===== src/hw/rtl/lps_pkg.sv =====
// Shared constants and types for the lagged product stream.
// No dependencies; used by every other file of the block.
package lps_pkg;

  localparam int MAX_LAG     = 32;
  localparam int SAMPLE_BITS = 16;

  localparam int LAG_W      = 6;                      // lag register width
  localparam int CNT_W      = LAG_W + 1;              // room for seen + 1
  localparam int TAP_IDX_W  = $clog2(MAX_LAG);
  localparam int MUL_W      = 2 * SAMPLE_BITS;
  localparam int PROD_W     = MUL_W + 1;
  localparam int CFG_IDX_W  = 2;
  localparam int CFG_DATA_W = LAG_W;

  localparam logic [CFG_IDX_W-1:0] REG_LAG  = CFG_IDX_W'(0);
  localparam logic [CFG_IDX_W-1:0] REG_REAL = CFG_IDX_W'(1);

  typedef logic signed [SAMPLE_BITS-1:0] sample_t;

  // One first-signal sample as held in the delay line.
  typedef struct packed {
    logic [SAMPLE_BITS-1:0] re;
    logic [SAMPLE_BITS-1:0] im;
    logic                   ok;
  } tap_t;

  // Control from the front end to the delay line.
  typedef struct packed {
    logic                 shift;
    logic [TAP_IDX_W-1:0] sel;
  } dl_ctrl_t;

endpackage


===== src/hw/rtl/lps_in_if.sv =====
// Input channel of the lagged product stream: valid/ready plus sample pair.
// Depends on lps_pkg.
interface lps_in_if;
  logic                 valid;
  logic                 ready;
  lps_pkg::sample_t     first_re;
  lps_pkg::sample_t     first_im;
  logic                 first_ok;
  lps_pkg::sample_t     second_re;
  lps_pkg::sample_t     second_im;
  logic                 second_ok;
  logic                 end_of_block;

  modport source (output valid, first_re, first_im, first_ok, second_re, second_im,
                  second_ok, end_of_block, input ready);
  modport sink   (input valid, first_re, first_im, first_ok, second_re, second_im,
                  second_ok, end_of_block, output ready);
endinterface


===== src/hw/rtl/lps_out_if.sv =====
// Result channel of the lagged product stream: valid/ready plus product.
// Depends on lps_pkg.
interface lps_out_if;
  logic                              valid;
  logic                              ready;
  logic signed [lps_pkg::PROD_W-1:0] prod_re;
  logic signed [lps_pkg::PROD_W-1:0] prod_im;
  logic                              prod_ok;
  logic                              run_last;

  modport source (output valid, prod_re, prod_im, prod_ok, run_last, input ready);
  modport sink   (input valid, prod_re, prod_im, prod_ok, run_last, output ready);
endinterface


===== src/hw/rtl/lps_tap_cell.sv =====
// One cell of the first-signal delay line: holds a sample, passes it on.
// Depends on lps_pkg.
module lps_tap_cell (
  input  logic          clk,
  input  logic          shift,
  input  lps_pkg::tap_t d_in,
  output lps_pkg::tap_t q
);

  lps_pkg::tap_t tap_r;

  // Payload only; blocks never read taps they have not written.
  always_ff @(posedge clk) begin
    if (shift) begin
      tap_r <= d_in;
    end
  end

  assign q = tap_r;

endmodule


===== src/hw/rtl/lps_delay_line.sv =====
// Row of lps_tap_cell stages with a lag-selected read tap.
// Depends on lps_pkg and lps_tap_cell.
module lps_delay_line (
  input  logic              clk,
  input  lps_pkg::dl_ctrl_t ctrl,
  input  lps_pkg::tap_t     tap_in,
  output lps_pkg::tap_t     tap_out
);

  lps_pkg::tap_t taps [lps_pkg::MAX_LAG];

  genvar g;
  generate
    for (g = 0; g < lps_pkg::MAX_LAG; g++) begin : g_cell
      if (g == 0) begin : g_head
        lps_tap_cell u_cell (
          .clk   (clk),
          .shift (ctrl.shift),
          .d_in  (tap_in),
          .q     (taps[g])
        );
      end else begin : g_body
        lps_tap_cell u_cell (
          .clk   (clk),
          .shift (ctrl.shift),
          .d_in  (taps[g-1]),
          .q     (taps[g])
        );
      end
    end
  endgenerate

  assign tap_out = taps[ctrl.sel];

endmodule


===== src/hw/rtl/lagged_product_stream.sv =====
// Lagged product stream: conj(first[k-lag]) * second[k], with end-of-block padding.
// Pipeline: operand registers (loaded at accept), then partial-product and output registers.
// Throughput: 1 item per cycle while results are taken; in complex mode the last item
// of a block is followed by min(items in block, lag capped at MAX_LAG) padding results,
// one per cycle, input held meanwhile.
// Reset: control, lag (0) and mode (complex) cleared; delay line taps are not reset.
// Depends on lps_pkg, lps_in_if, lps_out_if, lps_delay_line.
module lagged_product_stream (
  input  logic                              clk,
  input  logic                              rst_n,
  lps_in_if.sink                            in_ch,
  lps_out_if.source                         out_ch,
  input  logic                              cfg_we,
  input  logic [lps_pkg::CFG_IDX_W-1:0]     cfg_idx,
  input  logic [lps_pkg::CFG_DATA_W-1:0]    cfg_data
);

  localparam int LW = lps_pkg::LAG_W;
  localparam int CW = lps_pkg::CNT_W;
  localparam int MW = lps_pkg::MUL_W;
  localparam int PW = lps_pkg::PROD_W;
  localparam int SB = lps_pkg::SAMPLE_BITS;

  // Configuration
  logic [LW-1:0] lag_r;
  logic          real_r;

  always_ff @(posedge clk) begin
    if (!rst_n) begin
      lag_r  <= '0;
      real_r <= 1'b0;
    end else if (cfg_we) begin
      case (cfg_idx)
        lps_pkg::REG_LAG:  lag_r  <= cfg_data[LW-1:0];
        lps_pkg::REG_REAL: real_r <= cfg_data[0];
        default: ;
      endcase
    end
  end

  // Front end: lag select, block counting, delay line
  logic              in_ready;
  logic              acc;
  logic [LW-1:0]     lag_eff;
  logic [LW-1:0]     lag_m1;
  logic [LW-1:0]     seen_r;
  logic [LW-1:0]     seen_nxt;
  logic [CW-1:0]     seen_p1;
  logic [LW-1:0]     pad_full;
  lps_pkg::tap_t     cur_tap;
  lps_pkg::tap_t     dl_tap;
  lps_pkg::tap_t     del_tap;
  lps_pkg::dl_ctrl_t dl_ctrl;

  assign acc     = in_ch.valid && in_ready;
  assign lag_eff = (lag_r > LW'(lps_pkg::MAX_LAG)) ? LW'(lps_pkg::MAX_LAG) : lag_r;
  assign lag_m1  = lag_eff - LW'(1);
  assign cur_tap = '{re: in_ch.first_re, im: in_ch.first_im, ok: in_ch.first_ok};

  assign dl_ctrl.shift = acc;
  assign dl_ctrl.sel   = lag_m1[lps_pkg::TAP_IDX_W-1:0];

  lps_delay_line u_dl (
    .clk     (clk),
    .ctrl    (dl_ctrl),
    .tap_in  (cur_tap),
    .tap_out (dl_tap)
  );

  assign del_tap  = (lag_eff == '0) ? cur_tap : dl_tap;
  assign seen_p1  = {1'b0, seen_r} + CW'(1);
  assign pad_full = (seen_p1 < {1'b0, lag_eff}) ? seen_p1[LW-1:0] : lag_eff;

  always_comb begin
    seen_nxt = seen_r;
    if (in_ch.end_of_block) begin
      seen_nxt = '0;
    end else if (seen_r < LW'(lps_pkg::MAX_LAG)) begin
      seen_nxt = seen_p1[LW-1:0];
    end
  end

  always_ff @(posedge clk) begin
    if (!rst_n) begin
      seen_r <= '0;
    end else if (acc) begin
      seen_r <= seen_nxt;
    end
  end

  // Stage 1: operands
  logic                 s1_v_r;
  lps_pkg::tap_t        s1_del_r;
  logic [SB-1:0]        s1_sre_r;
  logic [SB-1:0]        s1_sim_r;
  logic                 s1_sok_r;
  logic                 s1_emit_r;
  logic                 s1_last_r;
  logic [LW-1:0]        s1_pad_r;
  logic                 s1_real_r;

  // Stage 2: partial products and result sequencing
  logic                 s2_v_r;
  logic signed [MW-1:0] s2_prr_r;
  logic signed [MW-1:0] s2_pii_r;
  logic signed [MW-1:0] s2_pri_r;
  logic signed [MW-1:0] s2_pir_r;
  logic                 s2_ok_r;
  logic                 s2_prod_r;
  logic                 s2_last_r;
  logic [LW-1:0]        s2_pad_r;
  logic                 s2_real_r;

  logic signed [MW-1:0] m_rr, m_ii, m_ri, m_ir;
  logic                 s2_has_out;
  logic                 out_free;
  logic                 emit;
  logic                 s2_done;
  logic                 s2_free;
  logic                 s1_free;

  assign out_free   = !out_ch.valid || out_ch.ready;
  assign s2_has_out = s2_prod_r || (s2_pad_r != '0);
  assign emit       = s2_v_r && s2_has_out && out_free;
  // item leaves stage 2 on its final result, or at once if it has none
  assign s2_done    = !s2_has_out ||
                      (out_free && (s2_prod_r ? (s2_pad_r == '0) : (s2_pad_r == LW'(1))));
  assign s2_free    = !s2_v_r || s2_done;
  assign s1_free    = !s1_v_r || s2_free;
  assign in_ready   = s1_free;
  assign in_ch.ready = in_ready;

  always_ff @(posedge clk) begin
    if (!rst_n) begin
      s1_v_r <= 1'b0;
    end else if (s1_free) begin
      s1_v_r <= in_ch.valid;
    end
  end

  always_ff @(posedge clk) begin
    if (acc) begin
      s1_del_r  <= del_tap;
      s1_sre_r  <= in_ch.second_re;
      s1_sim_r  <= in_ch.second_im;
      s1_sok_r  <= in_ch.second_ok;
      s1_emit_r <= seen_r >= lag_eff;
      s1_last_r <= in_ch.end_of_block && (real_r || lag_eff == '0);
      s1_pad_r  <= (in_ch.end_of_block && !real_r) ? pad_full : '0;
      s1_real_r <= real_r;
    end
  end

  assign m_rr = $signed(s1_del_r.re) * $signed(s1_sre_r);
  assign m_ii = $signed(s1_del_r.im) * $signed(s1_sim_r);
  assign m_ri = $signed(s1_del_r.re) * $signed(s1_sim_r);
  assign m_ir = $signed(s1_del_r.im) * $signed(s1_sre_r);

  always_ff @(posedge clk) begin
    if (!rst_n) begin
      s2_v_r    <= 1'b0;
      s2_prod_r <= 1'b0;
      s2_pad_r  <= '0;
    end else if (s2_free) begin
      s2_v_r    <= s1_v_r;
      s2_prod_r <= s1_v_r && s1_emit_r;
      s2_pad_r  <= s1_v_r ? s1_pad_r : '0;
    end else if (emit) begin
      if (s2_prod_r) begin
        s2_prod_r <= 1'b0;
      end else begin
        s2_pad_r <= s2_pad_r - LW'(1);
      end
    end
  end

  always_ff @(posedge clk) begin
    if (s2_free) begin
      s2_prr_r  <= m_rr;
      s2_pii_r  <= m_ii;
      s2_pri_r  <= m_ri;
      s2_pir_r  <= m_ir;
      s2_ok_r   <= s1_real_r || (s1_del_r.ok && s1_sok_r);
      s2_last_r <= s1_last_r;
      s2_real_r <= s1_real_r;
    end
  end

  // Output register
  logic signed [PW-1:0] rr_x, ii_x, ri_x, ir_x;
  logic signed [PW-1:0] prod_re_val, prod_im_val;
  logic                 out_v_r;
  logic signed [PW-1:0] out_re_r;
  logic signed [PW-1:0] out_im_r;
  logic                 out_ok_r;
  logic                 out_last_r;

  assign rr_x = PW'(s2_prr_r);
  assign ii_x = PW'(s2_pii_r);
  assign ri_x = PW'(s2_pri_r);
  assign ir_x = PW'(s2_pir_r);

  always_comb begin
    if (s2_real_r) begin
      prod_re_val = rr_x;
      prod_im_val = '0;
    end else if (s2_ok_r) begin
      prod_re_val = rr_x + ii_x;
      prod_im_val = ri_x - ir_x;
    end else begin
      prod_re_val = '0;
      prod_im_val = '0;
    end
  end

  always_ff @(posedge clk) begin
    if (!rst_n) begin
      out_v_r <= 1'b0;
    end else if (out_free) begin
      out_v_r <= emit;
    end
  end

  always_ff @(posedge clk) begin
    if (emit) begin
      if (s2_prod_r) begin
        out_re_r   <= prod_re_val;
        out_im_r   <= prod_im_val;
        out_ok_r   <= s2_ok_r;
        out_last_r <= s2_last_r;
      end else begin
        out_re_r   <= '0;
        out_im_r   <= '0;
        out_ok_r   <= 1'b0;
        out_last_r <= s2_pad_r == LW'(1);
      end
    end
  end

  assign out_ch.valid    = out_v_r;
  assign out_ch.prod_re  = out_re_r;
  assign out_ch.prod_im  = out_im_r;
  assign out_ch.prod_ok  = out_ok_r;
  assign out_ch.run_last = out_last_r;

  // Checks
  a_pad_zero: assert property (@(posedge clk) disable iff (!rst_n)
    out_v_r && !out_ok_r |-> out_re_r == '0 && out_im_r == '0)
    else $error("cleared-flag result carries nonzero product");

  a_real_no_pad: assert property (@(posedge clk) disable iff (!rst_n)
    s2_v_r && s2_real_r |-> s2_pad_r == '0)
    else $error("padding pending in real mode");

  a_seen_sat: assert property (@(posedge clk) disable iff (!rst_n)
    seen_r <= LW'(lps_pkg::MAX_LAG))
    else $error("block count beyond maximum lag");

  a_hold_on_pad: assert property (@(posedge clk) disable iff (!rst_n)
    s1_v_r && s2_v_r && s2_pad_r > LW'(1) |-> !in_ready)
    else $error("input taken while padding is pending");

endmodule


===== src/flat_wrapper.sv =====
// flat-port wrapper written by rule: the top's interface ports become plain ports
module lagged_product_stream_flat 
  (clk, rst_n, cfg_we, cfg_idx, cfg_data, in_ch_valid, in_ch_first_re, in_ch_first_im, in_ch_first_ok, in_ch_second_re, in_ch_second_im, in_ch_second_ok, in_ch_end_of_block, in_ch_ready, out_ch_valid, out_ch_prod_re, out_ch_prod_im, out_ch_prod_ok, out_ch_run_last, out_ch_ready);
  lps_in_if in_ch_i ();
  lps_out_if out_ch_i ();
  input  logic clk;
  input  logic rst_n;
  input  logic cfg_we;
  input  logic [lps_pkg::CFG_IDX_W-1:0] cfg_idx;
  input  logic [lps_pkg::CFG_DATA_W-1:0] cfg_data;
  input wire logic [$bits(in_ch_i.valid)-1:0] in_ch_valid;
  input wire logic [$bits(in_ch_i.first_re)-1:0] in_ch_first_re;
  input wire logic [$bits(in_ch_i.first_im)-1:0] in_ch_first_im;
  input wire logic [$bits(in_ch_i.first_ok)-1:0] in_ch_first_ok;
  input wire logic [$bits(in_ch_i.second_re)-1:0] in_ch_second_re;
  input wire logic [$bits(in_ch_i.second_im)-1:0] in_ch_second_im;
  input wire logic [$bits(in_ch_i.second_ok)-1:0] in_ch_second_ok;
  input wire logic [$bits(in_ch_i.end_of_block)-1:0] in_ch_end_of_block;
  output wire logic [$bits(in_ch_i.ready)-1:0] in_ch_ready;
  output wire logic [$bits(out_ch_i.valid)-1:0] out_ch_valid;
  output wire logic [$bits(out_ch_i.prod_re)-1:0] out_ch_prod_re;
  output wire logic [$bits(out_ch_i.prod_im)-1:0] out_ch_prod_im;
  output wire logic [$bits(out_ch_i.prod_ok)-1:0] out_ch_prod_ok;
  output wire logic [$bits(out_ch_i.run_last)-1:0] out_ch_run_last;
  input wire logic [$bits(out_ch_i.ready)-1:0] out_ch_ready;
  assign in_ch_i.valid = in_ch_valid;
  assign in_ch_i.first_re = in_ch_first_re;
  assign in_ch_i.first_im = in_ch_first_im;
  assign in_ch_i.first_ok = in_ch_first_ok;
  assign in_ch_i.second_re = in_ch_second_re;
  assign in_ch_i.second_im = in_ch_second_im;
  assign in_ch_i.second_ok = in_ch_second_ok;
  assign in_ch_i.end_of_block = in_ch_end_of_block;
  assign in_ch_ready = in_ch_i.ready;
  assign out_ch_valid = out_ch_i.valid;
  assign out_ch_prod_re = out_ch_i.prod_re;
  assign out_ch_prod_im = out_ch_i.prod_im;
  assign out_ch_prod_ok = out_ch_i.prod_ok;
  assign out_ch_run_last = out_ch_i.run_last;
  assign out_ch_i.ready = out_ch_ready;
  lagged_product_stream u_core (.clk(clk), .rst_n(rst_n), .in_ch(in_ch_i), .out_ch(out_ch_i), .cfg_we(cfg_we), .cfg_idx(cfg_idx), .cfg_data(cfg_data));
endmodule

===== config.mk =====
export PLATFORM = sky130hd
export DESIGN_NAME = lagged_product_stream_flat
export DESIGN_NICKNAME = d
export VERILOG_FILES = /design/src/hw/rtl/lps_pkg.sv /design/src/hw/rtl/lps_in_if.sv /design/src/hw/rtl/lps_out_if.sv /design/src/hw/rtl/lps_tap_cell.sv /design/src/hw/rtl/lps_delay_line.sv /design/src/hw/rtl/lagged_product_stream.sv /design/src/flat_wrapper.sv
export SDC_FILE = /design/constraint.sdc
export NUM_CORES = 2
export LEC_CHECK = 0
export BUFFER_PORTS_ARGS = -buffer_cell sky130_fd_sc_hd__buf_4
export CORE_ASPECT_RATIO = 1.4
export CORE_UTILIZATION = 40
export CTS_CLUSTER_DIAMETER = 100
export DETAILED_ROUTE_END_ITERATION = 7
export PLACE_DENSITY_LB_ADDON = 0.12
export RECOVER_POWER = 25
export SLEW_MARGIN = 15
export SYNTH_ARGS = -nofsm -noshare
export SYNTH_HDL_FRONTEND = slang
export SYNTH_SLANG_ARGS = --single-unit

===== constraint.sdc =====
create_clock -name clk -period 72.4 [get_ports clk]
set_input_delay 21.72 -clock clk [delete_from_list [all_inputs] [get_ports clk]]
set_output_delay 21.72 -clock clk [all_outputs]
set_load 0.01 [all_outputs]

==> results.md <==
- Fin. Hold Viols: 0
- Die width: 409 µm
- Reg2Reg Setup Slack: 64.84 ns
- Post-synthesis compound-gate area fraction: 3.96%
- Hold Path Origin: u_core.u_dl.g_cell[14].g_body.u_cell.q[22]
- Gate Count Post-Synth: 6947
- Simple-gate share of the synthesized area: 7.83%
- Avg Cell Area, Syn: 13.4 µm²
- Post-cts resize count: 0
- Total of max-cap violations: 0
- Nets@finish: 8585
- CP max FO: 4
- CTS tree: yes
- Fmax achieved: 22.2 MHz
- Worst-case clock buffer depth: 4
- Vias in the first global route: 57200
- Initial DRC Count: 3432
- Clock Skews: 0.0543 ns
- Relative slew slack: 23.2%
- Placed inst area: 97400 µm²
- Vias: 52800
- Clock Latency Late Sink: 0.81 ns
- Pre-Repair DR Iteration Count: 5
- Synthesis-stage register bit count: 1353
- Cts hold-fix bufs: 0
- Total GRT Usage: 18.3%
- Largest family of logic cells by synthesized area: adder cells
- Mux cell area share after synthesis: 8.49%
- Final Util: 44.4%
- Yosys warning total: 0
- Post-synthesis adder-cell area fraction: 28.2%
- Worst EP arrival: 23.24 ns
- Synth top area cells: edfxtp_1, fa_1, mux4_2
- Hold depth: 0
- ANT nets after route: 0
- Row count: 208
- Critical path launch point type: primary input
- Post-Layout Cell Count: 10200
- Die area: 234000 µm²
- DR WL/cell: 20.4 µm
- HP Class: flop to flop
- Status: complete, no violations
- R2r startpoint: u_core.s1_sre_r[1]
- Count of final setup violators: 0
- Initial antenna violation count: 7
- EDFF count, synth: 1330
- Reg2Reg Depth: 21
- Clock root cell: clkbuf_16
- Die extent in y: 572 µm
- Seq/Total Area, Yosys: 43.5%
- Synth Flop Type: edfxtp_1
- Final Cell Area: 102000 µm²
- Crit Path Class: primary input to primary output
- Post-CTS Setup Bufs: 0
- Data required, critical path: 50.68 ns
- Largest net degree at the start of global routing: 198
- Reg clk slew, reported paths: 0.06 ns
- Routability congestion estimate: 0.805
- Vias per cell: 5.17
- Synth top area share: 43.0%
- Layout cell share with drive strength beyond 1: 11.2%
- Htree depth: 4
- Net Count, Synth: 8486
- IO Pins: 150
- Num CTS Buffers: 154
- Placed cells: 9935
- Min cycle time layout: 44.96 ns
- Crit path capture type: primary output
- Worst Tran Pin Value: 1.15 ns
- Post-DP HPWL: 144000 µm
- Worst Hold End: u_core.u_dl.g_cell[15].g_body.u_cell.q[22]
- Setup TNS: 0 ns
- Grt total ovfl: 0
- Cell Area, Synth: 92800 µm²
- Post-synth top area cell: edfxtp_1
- WL final: 209000 µm
- RSZ-0062 raised after global routing: no
- Async set-reset flop share out of synthesis: 0%
- Post-Synth XOR/XNOR Area: 1.85%
- PortBufs: 149
- Area growth syn-to-layout: 10.2%
- Count leader, synth: edfxtp_1
- Clock sink count: 1353
- Synth unique cells: 84
- Most frequent cells after synthesis: edfxtp_1, inv_1, fa_1
- Initial Util: 40.3%
- First-pass GRT wire length: 332000 µm
- Final period util: 62.1%
- Reg2reg end: u_core.s2_pir_r[31]
- Final Slew Violations: 0
- Core area: 230000 µm²
- DR DRC count: 0
placed cells by master (no fill, tap or decap), types with 95 or more instances in the layout:
cell type,instances
a21oi_1,160
and2_1,501
buf_4,237
clkbuf_16,155
edfxtp_1,1330
fa_1,1050
ha_1,408
inv_1,1210
mux4_2,330
nand2_1,595
nor2_1,165
o21ai_0,95
xnor2_1,144
layer usage:
layer	GRT usage (%)	routed length [µm]
met4	5.45	6200
met5	0	9
met3	2.06	7670
met2	31.8	106000
met1	24.1	88600
critical path, cell delays in order:
cell and delay [ns]:
buf_4 0.12, nor2b_1 0.31, a21boi_0 0.15, o21ai_0 0.48
nand3_1 0.25, buf_4 0.21
flip-flops by register name, summed over array words and instances, names as in the netlist, 6 cells and up:
| signal | count |
|---|---|
| u_core.s2_pri_r | 32 |
| u_core.u_dl.g_cell.g_body.u_cell.q | 1023 |
| u_core.s2_pir_r | 32 |
| u_core.s1_del_r | 33 |
| u_core.s1_sre_r | 16 |
| u_core.u_dl.g_cell.g_head.u_cell.q | 33 |
| u_core.lag_r | 6 |
| u_core.s2_prr_r | 32 |
| u_core.s2_pad_r | 6 |
| u_core.out_ch.prod_im | 33 |
| u_core.s2_pii_r | 32 |
| u_core.s1_sim_r | 16 |
| u_core.seen_r | 6 |
| u_core.out_ch.prod_re | 33 |
| u_core.s1_pad_r | 6 |
per-stage QoR:
step | hold WS, ns | setup slack [ns]
finish | 0.427 | 27.44
global route | 0.434 | 27.29
CTS | 0.414 | 27.45
detailed placement | 0.428 | 27.46
global placement | 0.424 | 27.39
floorplan | 0.400 | 22.61
cell type report:
type | instances | area, µm²
inverters | 1214 | 4570
diodes | 5 | 12.5
clock inverters | 73 | 786
well taps | 3045 | 3810
clock buffers | 191 | 4020
flip-flops and latches | 1353 | 40400
repair buffers | 242 | 1870
multi-input cells | 4081 | 46800
fillers | 20900 | 128000
logic make-up after synthesis:
family	after synthesis
fa+ha+maj	1460
flops	1353
buf+inv	1513
mux	375
xor+xnor	196
compound gates	575
simple gates	1475
how the worst max path moves through the flow:
stage,start,end,slack [ns],cells past startpoint
2_1_floorplan,out_ch_ready,u_core.seen_r[1],22.61,9
5_1_grt,out_ch_ready,in_ch_ready,27.29,6
3_3_place_gp,out_ch_ready,in_ch_ready,27.39,6
3_5_place_dp,out_ch_ready,in_ch_ready,27.46,6
4_1_cts,out_ch_ready,in_ch_ready,27.45,6
6_report,out_ch_ready,in_ch_ready,27.44,6
Power is not shown: default switching activity piles up to over one toggle a cycle in this logic, so the estimate is an artifact.
